$ cat src/sv/spk_pkg.sv
// ----------------------------------------------------------------------------
// spk_pkg
// Shared types and constants for the Speck32/64 cipher block.
// ----------------------------------------------------------------------------
package spk_pkg;

	localparam int WORD_W    = 16;
	localparam int KEY_WORDS = 4;
	localparam int CFG_IDX_W = 2;
	localparam int ALPHA     = 7;
	localparam int BETA      = 2;

	// configuration register indexes
	localparam logic [CFG_IDX_W-1:0] REG_KEY0 = 2'd0;
	localparam logic [CFG_IDX_W-1:0] REG_KEY1 = 2'd1;
	localparam logic [CFG_IDX_W-1:0] REG_KEY2 = 2'd2;
	localparam logic [CFG_IDX_W-1:0] REG_KEY3 = 2'd3;

	typedef logic [WORD_W-1:0] word_t;

	// operands of one round
	typedef struct packed {
		logic  inv;
		word_t hi;
		word_t lo;
		word_t key;
	} round_in_t;

	typedef struct packed {
		word_t hi;
		word_t lo;
	} round_out_t;

endpackage

$ cat src/sv/spk_if.sv
// ----------------------------------------------------------------------------
// spk_in_if / spk_out_if
// Valid/ready channels for block words into and out of the cipher.
// ----------------------------------------------------------------------------
interface spk_in_if;
	logic          valid;
	logic          ready;
	logic          action;
	spk_pkg::word_t word0;
	spk_pkg::word_t word1;

	modport source (output valid, output action, output word0, output word1, input ready);
	modport sink (input valid, input action, input word0, input word1, output ready);
endinterface

interface spk_out_if;
	logic          valid;
	logic          ready;
	spk_pkg::word_t out_word0;
	spk_pkg::word_t out_word1;

	modport source (output valid, output out_word0, output out_word1, input ready);
	modport sink (input valid, input out_word0, input out_word1, output ready);
endinterface

$ cat src/sv/spk_round.sv
// ----------------------------------------------------------------------------
// spk_round
// One Speck round, forward or inverse, shared by key schedule and data path.
// ----------------------------------------------------------------------------
module spk_round (
	input  spk_pkg::round_in_t  rin,
	output spk_pkg::round_out_t rout
);

	spk_pkg::word_t hi_rot;
	spk_pkg::word_t fwd_hi;
	spk_pkg::word_t fwd_lo;
	spk_pkg::word_t mix;
	spk_pkg::word_t inv_lo;
	spk_pkg::word_t inv_sub;
	spk_pkg::word_t inv_hi;

	always_comb begin
		// forward: hi ror alpha, add lo, xor key; lo rol beta xor hi
		hi_rot = (rin.hi >> spk_pkg::ALPHA) | (rin.hi << (spk_pkg::WORD_W - spk_pkg::ALPHA));
		fwd_hi = (hi_rot + rin.lo) ^ rin.key;
		fwd_lo = ((rin.lo << spk_pkg::BETA) | (rin.lo >> (spk_pkg::WORD_W - spk_pkg::BETA)))
			^ fwd_hi;

		// inverse: undo the xor and rotate, then subtract and rotate back
		mix     = rin.lo ^ rin.hi;
		inv_lo  = (mix >> spk_pkg::BETA) | (mix << (spk_pkg::WORD_W - spk_pkg::BETA));
		inv_sub = (rin.hi ^ rin.key) - inv_lo;
		inv_hi  = (inv_sub << spk_pkg::ALPHA) | (inv_sub >> (spk_pkg::WORD_W - spk_pkg::ALPHA));

		if (rin.inv) begin
			rout.hi = inv_hi;
			rout.lo = inv_lo;
		end else begin
			rout.hi = fwd_hi;
			rout.lo = fwd_lo;
		end
	end

endmodule

$ cat src/sv/spk_key_store.sv
// ----------------------------------------------------------------------------
// spk_key_store
// Generic RAM: one write port, one read port with registered read data.
// ----------------------------------------------------------------------------
module spk_key_store #(
	parameter int WIDTH = 16,
	parameter int DEPTH = 22
) (
	input  logic                                       clk,
	input  logic                                       we,
	input  logic [(DEPTH > 1 ? $clog2(DEPTH) : 1)-1:0] waddr,
	input  logic [WIDTH-1:0]                           wdata,
	input  logic [(DEPTH > 1 ? $clog2(DEPTH) : 1)-1:0] raddr,
	output logic [WIDTH-1:0]                           rdata
);

	logic [WIDTH-1:0] mem_q [DEPTH];
	logic [WIDTH-1:0] rdata_q;

	// contents undefined until written
	always_ff @(posedge clk) begin
		if (we) begin
			mem_q[waddr] <= wdata;
		end
		rdata_q <= mem_q[raddr];
	end

	assign rdata = rdata_q;

endmodule

$ cat src/sv/speck32_64_block_cipher.sv
// ----------------------------------------------------------------------------
// speck32_64_block_cipher
// Speck32/64 encrypt/decrypt engine with an on-chip round-key schedule.
// ----------------------------------------------------------------------------
// usage
//   cfg port: cfg_we/cfg_index/cfg_data write key words 0..3 (no read-back).
//     every key write marks the round keys stale; once writes stop the
//     block expands the key into NUM_ROUNDS round keys (key word 0 is
//     loaded as the first, then the shared round makes each next key) and
//     holds in_ch.ready low until that is done
//   in_ch: one word is one 32-bit block (word0 low, word1 high) plus the
//     action bit, 0 encrypt, 1 decrypt
//   out_ch: one result word per input word, in order
//   rounds: one round per cycle through the single shared round unit;
//     a new block is taken only after the previous block's result has
//     been loaded into the output register
//   the output register frees the engine: a block may be accepted while
//     the previous result waits; if the receiver still stalls when the
//     next block finishes, that block parks in the engine until taken
//   reset: keys read as zero, round keys are rebuilt before the first
//     block, no result pending
// ----------------------------------------------------------------------------
module speck32_64_block_cipher #(
	parameter int NUM_ROUNDS = 22
) (
	input  logic                             clk,
	input  logic                             arst_n,
	spk_in_if.sink                           in_ch,
	spk_out_if.source                        out_ch,
	input  logic                             cfg_we,
	input  logic [spk_pkg::CFG_IDX_W-1:0]    cfg_index,
	input  spk_pkg::word_t                   cfg_data
);

	localparam int CNT_W = (NUM_ROUNDS > 1) ? $clog2(NUM_ROUNDS) : 1;
	localparam logic [CNT_W-1:0] CNT_LAST  = CNT_W'(NUM_ROUNDS - 1);
	localparam logic [CNT_W-1:0] SCHED_END = CNT_W'((NUM_ROUNDS > 1) ? NUM_ROUNDS - 2 : 0);

	// sequencer codes
	localparam logic [1:0] ST_IDLE  = 2'd0;
	localparam logic [1:0] ST_SCHED = 2'd1;
	localparam logic [1:0] ST_RUN   = 2'd2;
	localparam logic [1:0] ST_HOLD  = 2'd3;

	logic [1:0]      state_q;
	logic            sched_ok_q;
	logic [CNT_W-1:0] cnt_q;
	logic            out_valid_q;

	spk_pkg::word_t  key_q [spk_pkg::KEY_WORDS];
	spk_pkg::word_t  cur_q;
	spk_pkg::word_t  lw_q [spk_pkg::KEY_WORDS-1];
	spk_pkg::word_t  hi_q;
	spk_pkg::word_t  lo_q;
	logic            dec_q;
	spk_pkg::word_t  ow0_q;
	spk_pkg::word_t  ow1_q;

	spk_pkg::round_in_t  rnd_in;
	spk_pkg::round_out_t rnd_out;

	logic            tbl_we;
	logic [CNT_W-1:0] tbl_waddr;
	spk_pkg::word_t  tbl_wdata;
	logic [CNT_W-1:0] tbl_raddr;
	spk_pkg::word_t  tbl_rdata;

	logic            in_fire;
	logic            out_free;
	logic            out_load;
	logic            sched_start;
	logic [CNT_W-1:0] cnt_inc;
	logic [CNT_W-1:0] rd_step;
	logic            rd_dec;

	assign in_ch.ready  = (state_q == ST_IDLE) && sched_ok_q;
	assign in_fire      = in_ch.valid && in_ch.ready;
	assign out_free     = !out_valid_q || out_ch.ready;
	// last round done (or parked block) and the output register can take it
	assign out_load     = (((state_q == ST_RUN) && (cnt_q == CNT_LAST)) || (state_q == ST_HOLD))
		&& out_free;
	// a write in the same cycle defers the start so the newest key is used
	assign sched_start  = (state_q == ST_IDLE) && !sched_ok_q && !cfg_we;
	assign cnt_inc      = cnt_q + CNT_W'(1);

	assign out_ch.valid     = out_valid_q;
	assign out_ch.out_word0 = ow0_q;
	assign out_ch.out_word1 = ow1_q;

	// the table read is registered, so the address runs ahead of the round:
	// the accept edge fetches the first key, each round fetches the next;
	// decrypt walks the table backwards
	assign rd_step   = (in_fire || (cnt_q == CNT_LAST)) ? '0 : cnt_inc;
	assign rd_dec    = in_fire ? in_ch.action : dec_q;
	assign tbl_raddr = rd_dec ? (CNT_LAST - rd_step) : rd_step;

	// round unit operands: schedule uses the key words, data uses the block
	always_comb begin
		if (state_q == ST_SCHED) begin
			rnd_in.inv = 1'b0;
			rnd_in.hi  = lw_q[0];
			rnd_in.lo  = cur_q;
			rnd_in.key = {{(spk_pkg::WORD_W - CNT_W){1'b0}}, cnt_q};
		end else begin
			rnd_in.inv = dec_q;
			rnd_in.hi  = hi_q;
			rnd_in.lo  = lo_q;
			rnd_in.key = tbl_rdata;
		end
	end

	// table writes: key word 0 at schedule start, then each new round key
	always_comb begin
		if (state_q == ST_SCHED) begin
			tbl_we    = 1'b1;
			tbl_waddr = cnt_inc;
			tbl_wdata = rnd_out.lo;
		end else begin
			tbl_we    = sched_start;
			tbl_waddr = '0;
			tbl_wdata = key_q[0];
		end
	end

	spk_round u_round (
		.rin  (rnd_in),
		.rout (rnd_out)
	);

	spk_key_store #(
		.WIDTH (spk_pkg::WORD_W),
		.DEPTH (NUM_ROUNDS)
	) u_keys (
		.clk   (clk),
		.we    (tbl_we),
		.waddr (tbl_waddr),
		.wdata (tbl_wdata),
		.raddr (tbl_raddr),
		.rdata (tbl_rdata)
	);

	// control and key registers
	always_ff @(posedge clk or negedge arst_n) begin
		if (!arst_n) begin
			state_q     <= ST_IDLE;
			sched_ok_q  <= 1'b0;
			cnt_q       <= '0;
			out_valid_q <= 1'b0;
			for (int i = 0; i < spk_pkg::KEY_WORDS; i++) begin
				key_q[i] <= '0;
			end
		end else begin
			if (out_load) begin
				out_valid_q <= 1'b1;
			end else if (out_ch.ready) begin
				out_valid_q <= 1'b0;
			end

			if (cfg_we) begin
				key_q[cfg_index] <= cfg_data;
				sched_ok_q       <= 1'b0;
			end

			case (state_q)
				ST_IDLE: begin
					if (sched_start) begin
						cnt_q <= '0;
						if (NUM_ROUNDS == 1) begin
							sched_ok_q <= 1'b1;
						end else begin
							state_q <= ST_SCHED;
						end
					end else if (in_fire) begin
						cnt_q   <= '0;
						state_q <= ST_RUN;
					end
				end
				ST_SCHED: begin
					if (cfg_we) begin
						// key changed mid-expansion: start over
						state_q <= ST_IDLE;
					end else if (cnt_q == SCHED_END) begin
						sched_ok_q <= 1'b1;
						state_q    <= ST_IDLE;
					end else begin
						cnt_q <= cnt_inc;
					end
				end
				ST_RUN: begin
					if (cnt_q == CNT_LAST) begin
						if (out_free) begin
							state_q <= ST_IDLE;
						end else begin
							state_q <= ST_HOLD;
						end
					end else begin
						cnt_q <= cnt_inc;
					end
				end
				ST_HOLD: begin
					if (out_free) begin
						state_q <= ST_IDLE;
					end
				end
				default: begin
					state_q <= ST_IDLE;
				end
			endcase
		end
	end

	// datapath registers
	always_ff @(posedge clk) begin
		if (sched_start) begin
			cur_q <= key_q[0];
			for (int i = 0; i < spk_pkg::KEY_WORDS - 1; i++) begin
				lw_q[i] <= key_q[i + 1];
			end
		end else if (state_q == ST_SCHED) begin
			// rotate the key words so lw_q[0] is always the one in use
			cur_q <= rnd_out.lo;
			for (int i = 0; i < spk_pkg::KEY_WORDS - 2; i++) begin
				lw_q[i] <= lw_q[i + 1];
			end
			lw_q[spk_pkg::KEY_WORDS - 2] <= rnd_out.hi;
		end

		if (in_fire) begin
			dec_q <= in_ch.action;
			lo_q  <= in_ch.word0;
			hi_q  <= in_ch.word1;
		end else if (state_q == ST_RUN) begin
			lo_q <= rnd_out.lo;
			hi_q <= rnd_out.hi;
		end

		if (state_q == ST_RUN && cnt_q == CNT_LAST && out_free) begin
			ow0_q <= rnd_out.lo;
			ow1_q <= rnd_out.hi;
		end else if (state_q == ST_HOLD && out_free) begin
			ow0_q <= lo_q;
			ow1_q <= hi_q;
		end
	end

endmodule

$ cat src/flat_wrapper.sv
// flat-port wrapper written by rule: the top's interface ports become plain ports
module speck32_64_block_cipher_flat 
#(
	parameter int NUM_ROUNDS = 22
)
  (clk, arst_n, cfg_we, cfg_index, cfg_data, in_ch_valid, in_ch_action, in_ch_word0, in_ch_word1, in_ch_ready, out_ch_valid, out_ch_out_word0, out_ch_out_word1, out_ch_ready);
  spk_in_if in_ch_i ();
  spk_out_if out_ch_i ();
  input  logic clk;
  input  logic arst_n;
  input  logic cfg_we;
  input  logic [spk_pkg::CFG_IDX_W-1:0] cfg_index;
  input  spk_pkg::word_t cfg_data;
  input wire logic [$bits(in_ch_i.valid)-1:0] in_ch_valid;
  input wire logic [$bits(in_ch_i.action)-1:0] in_ch_action;
  input wire logic [$bits(in_ch_i.word0)-1:0] in_ch_word0;
  input wire logic [$bits(in_ch_i.word1)-1:0] in_ch_word1;
  output wire logic [$bits(in_ch_i.ready)-1:0] in_ch_ready;
  output wire logic [$bits(out_ch_i.valid)-1:0] out_ch_valid;
  output wire logic [$bits(out_ch_i.out_word0)-1:0] out_ch_out_word0;
  output wire logic [$bits(out_ch_i.out_word1)-1:0] out_ch_out_word1;
  input wire logic [$bits(out_ch_i.ready)-1:0] out_ch_ready;
  assign in_ch_i.valid = in_ch_valid;
  assign in_ch_i.action = in_ch_action;
  assign in_ch_i.word0 = in_ch_word0;
  assign in_ch_i.word1 = in_ch_word1;
  assign in_ch_ready = in_ch_i.ready;
  assign out_ch_valid = out_ch_i.valid;
  assign out_ch_out_word0 = out_ch_i.out_word0;
  assign out_ch_out_word1 = out_ch_i.out_word1;
  assign out_ch_i.ready = out_ch_ready;
  speck32_64_block_cipher #(.NUM_ROUNDS(NUM_ROUNDS)) u_core (.clk(clk), .arst_n(arst_n), .in_ch(in_ch_i), .out_ch(out_ch_i), .cfg_we(cfg_we), .cfg_index(cfg_index), .cfg_data(cfg_data));
endmodule
$ cat config.mk
export PLATFORM = sky130hd
export DESIGN_NAME = speck32_64_block_cipher_flat
export DESIGN_NICKNAME = d
export VERILOG_FILES = /design/src/sv/spk_pkg.sv /design/src/sv/spk_if.sv /design/src/sv/spk_round.sv /design/src/sv/spk_key_store.sv /design/src/sv/speck32_64_block_cipher.sv /design/src/flat_wrapper.sv
export SDC_FILE = /design/constraint.sdc
export NUM_CORES = 1
export LEC_CHECK = 0
export BUFFER_PORTS_ARGS = -buffer_cell sky130_fd_sc_hd__buf_4
export CORE_MARGIN = 2
export CORE_UTILIZATION = 43
export DETAILED_ROUTE_END_ITERATION = 7
export SLEW_MARGIN = 25
export SYNTH_ARGS = -nofsm -noshare
export SYNTH_HDL_FRONTEND = slang
export SYNTH_SLANG_ARGS = --single-unit
$ cat constraint.sdc
create_clock -name clk -period 5.7 [get_ports clk]
set_input_delay 0.285 -clock clk [delete_from_list [all_inputs] [get_ports clk]]
set_output_delay 0.285 -clock clk [all_outputs]
set_load 0.01 [all_outputs]
==> flow_summary.toml <==
[run_status]
outcome = "complete, no violations"

[sta]
drv_slew = 0
period_minus_slack_ns = 4.97
fin_skew_ns = 0.0413
tns_ns = 0
fmax_mhz = 201
hold_viol = 0
max_slew_margin_pct = 33.1
rsz0062_at_grt = "no"
setup_viol = 0
period_share_pct = 87.2
tightest_slew_ns = 0.984

[detailed_routing]
avgViaCountPerCell = 5.68
routed-wl-met2_um = 35900
avgRoutedWirePerCell_um = 24.4
dr.pass1.iters = 7
top_layer_used = "met4"
vias = 18100
antenna_left = 0
finalWirelength_um = 77800
drc_errors = 0
wl_met3_um = 5010
drtIter0Drc = 1634
wl_met1_um = 35200

[floorplan]
coreArea_sq_um = 60200
design.die.area_sq_um = 62800
floorplan.rows = 90
die_h_um = 251
io_pins = 90
initial_utilization_pct = 43.4
die-width_um = 251

[placed_design]
hpwl_um = 51300
portBuffers = 89
place_congestion = 0.939

[logic_synthesis]
ys_warn_count = 0
ys_top_cells_by_count = "521 x nand2_1, 480 x edfxtp_1, 104 x o21ai_0"
syn_area_sq_um = 26100
ys.flop_type = "edfxtp_1"
async_flop_share_pct = 12.8
synth_cell_types = 71
synth.most_common_cell = "nand2_1"
synth_fp_nets = 2300
synth_top_family_by_area = "simple AND/OR/NAND/NOR gates"
synth-seq-area-share_pct = 63.4
yosys.area.top_type = "edfxtp_1"
syn_inst = 2202
synthXorXnorAreaFrac_pct = 3.57
yosys.area_share.simple_pct = 13.7
synthAdderAreaFrac_pct = 2.07
synth-compound-area-share_pct = 8.15
synth-edff-count = 480
synth_top_area_share_pct = 55.2
postSynthAreaPerCell_sq_um = 11.9
synth.area.top_cells = "edfxtp_1 55%, nand2_1 7.5%, dfrtp_1 7.0%"
synth-seq-cells = 570
muxShareOfSynthArea_pct = 6.23

[cells_and_area]
drive_gt1_share_pct = 16.9
nets = 2453
antenna_cells = 0
nFillCells = 5193
area_delta_synth_final_pct = 16.3

[clocking]
cts_resized = 0
h-tree-depth = 2
cts_sinks = 570
cts_setup_buffers = 0
cts_buffer_depth = 3
clkTransAtPathRegs_ns = 0.06
ctsHoldBuffers = 47
cts_buffers = 60
root_buffer = "clkbuf_16"
cts_tree = "built"
clk_latency_ns = 0.66

[hold_path]
hp-class = "input port to register"
worstHoldStart = "in_ch_word1[13]"
whs_path_depth = 3
hold_end = "u_core.hi_q[13]$_DFFE_PP_"

[critical_path]
critPathSlowestCell = "mux2i_2"
r2r_slack_ns = 0.73
rr_startpoint = "u_core.state_q[1]$_DFFE_PN0P_"
critPathMaxFanout = 32
critical_path.max_stage_delay_ns = 0.78
path_cells = "inv_1 > ha_4 > buf_4 > nand2_1 > o21ai_0 > ha_1 > inv_1 > fa_1 > nor2b_1 > o211ai_1 > a211oi_1 > a211oi_1 > xnor2_1 > xnor2_1 > mux2i_2"
end_kind = "register"
timing.critical_path.required_ns = 5.99
reg2reg_to = "u_core.u_keys.mem_q[9][10]$_DFFE_PP_"
path_class = "register to register"
arrival_ns = 5.26
cp-start-kind = "register"
worst-r2r-cell-count = 15

[grt]
grtUsageTotal_pct = 24.6
antenna_found_initial = 0
grt_pass1_wl_um = 115000
grt_overflow = 0
first_global_vias = 17600
grt_start_max_net_pins = 72

[job]
cap_viol_max_count = 0
-- metal layers --
layer / vias to the layer above / GRT usage (%)
li1: 8243 / -
met1: 9096 / 36.2
met2: 670 / 38.8
met3: 105 / 3.23
met4: 0 / 5.97
met5: - / 0
-- placed cells by master (no fill, tap or decap), types with 16 or more instances in the layout --
master         instances
a21oi_1               53
a211oi_1              16
dfxtp_1               17
nor2_1                81
mux2i_1               42
nor2_2                17
xnor2_1               72
buf_4                159
xor2_1                32
inv_1                 47
o21ai_0              103
dlygate4sd3_1         47
mux2_2               102
clkbuf_16             62
ha_1                  39
clkbuf_1              19
edfxtp_1             480
dfrtp_1               73
a31oi_1               57
and3_1                47
nand2_1              519
nand3_1               99
a311oi_1              22
-- critical path: cells and delay by family (launching register included) --
| kind | cells | cell delay (ns) |
|---|---|---|
| adder cells (fa/ha/maj) | 3 | 1.21 |
| AO/OA/AOI/OAI | 4 | 0.87 |
| multiplexers | 1 | 0.78 |
| buffers and inverters | 3 | 0.58 |
| XOR/XNOR | 2 | 0.45 |
| flip-flops | 1 | 0.42 |
| AND/OR/NAND/NOR | 2 | 0.27 |
-- kinds of logic (layout without fill, tap and decap cells) --
kind of cell | after synthesis | in the layout
AND/OR/NAND/NOR | 838 | 838
flip-flops | 570 | 570
AO/OA/AOI/OAI | 329 | 329
buffers and inverters | 168 | 371
multiplexers | 150 | 150
XOR/XNOR | 105 | 105
adder cells (fa/ha/maj) | 42 | 42
-- worst max-delay path by stage --
stage / slack [ns] / startpoint / endpoint / depth (start not counted)
floorplan: 1.22 / u_core.state_q[1]$_DFFE_PN0P_ / u_core.u_keys.mem_q[0][13]$_DFFE_PP_ / 15
finish: 0.73 / u_core.state_q[1]$_DFFE_PN0P_ / u_core.u_keys.mem_q[9][10]$_DFFE_PP_ / 15
global placement: 0.91 / u_core.state_q[1]$_DFFE_PN0P_ / u_core.u_keys.mem_q[3][11]$_DFFE_PP_ / 12
global route: 0.34 / u_core.state_q[1]$_DFFE_PN0P_ / u_core.u_keys.mem_q[9][10]$_DFFE_PP_ / 15
CTS: 0.70 / u_core.state_q[1]$_DFFE_PN0P_ / u_core.u_keys.mem_q[15][11]$_DFFE_PP_ / 12
detailed placement: 0.78 / u_core.state_q[1]$_DFFE_PN0P_ / u_core.u_keys.mem_q[20][11]$_DFFE_PP_ / 12
-- metrics by stage --
| stage | setup WS, ns | instance area, sq um | utilization (%) | std cells | hold slack [ns] |
|---|---|---|---|---|---|
| floorplan | 1.22 | 26100 | - | 2202 | -0.0106 |
| global placement | 0.910 | 27900 | 46.3 | 3026 | 0.207 |
| detailed placement | 0.776 | 28000 | 46.4 | 3028 | 0.206 |
| CTS | 0.700 | 30400 | 50.4 | 3187 | 0.00536 |
| global route | 0.336 | 30400 | 50.5 | 3187 | 0.0264 |
| finish | 0.728 | 30400 | 50.5 | 3187 | 0.0267 |
-- final cells by class --
| class | count | area [sq um] | area share (%) |
|---|---|---|---|
| inverter | 49 | 184 | 0.605 |
| clock inverter | 26 | 251 | 0.827 |
| sequential | 570 | 16600 | 54.6 |
| clock buffer | 86 | 1690 | 5.57 |
| tap | 782 | 978 | 3.22 |
| timing repair buffer | 210 | 1730 | 5.71 |
| multi-input combinational | 1464 | 8970 | 29.5 |
-- sequential cells by signal, indices dropped and copies added (netlist names) --
name	cells
u_core.hi_q	16
u_core.key_q	64
u_core.dec_q	1
u_core.state_q	2
u_core.out_ch.out_word0	16
u_core.out_ch.out_word1	16
u_core.lo_q	16
u_core.u_keys.rdata	16
u_core.cur_q	16
u_core.sched_ok_q	1
u_core.out_ch.valid	1
u_core.cnt_q	5
u_core.u_keys.mem_q	352
u_core.lw_q	48
Power is left out: the tool's default activity adds up to more than one toggle a clock period on the data nets, which glitch-free logic cannot reach.
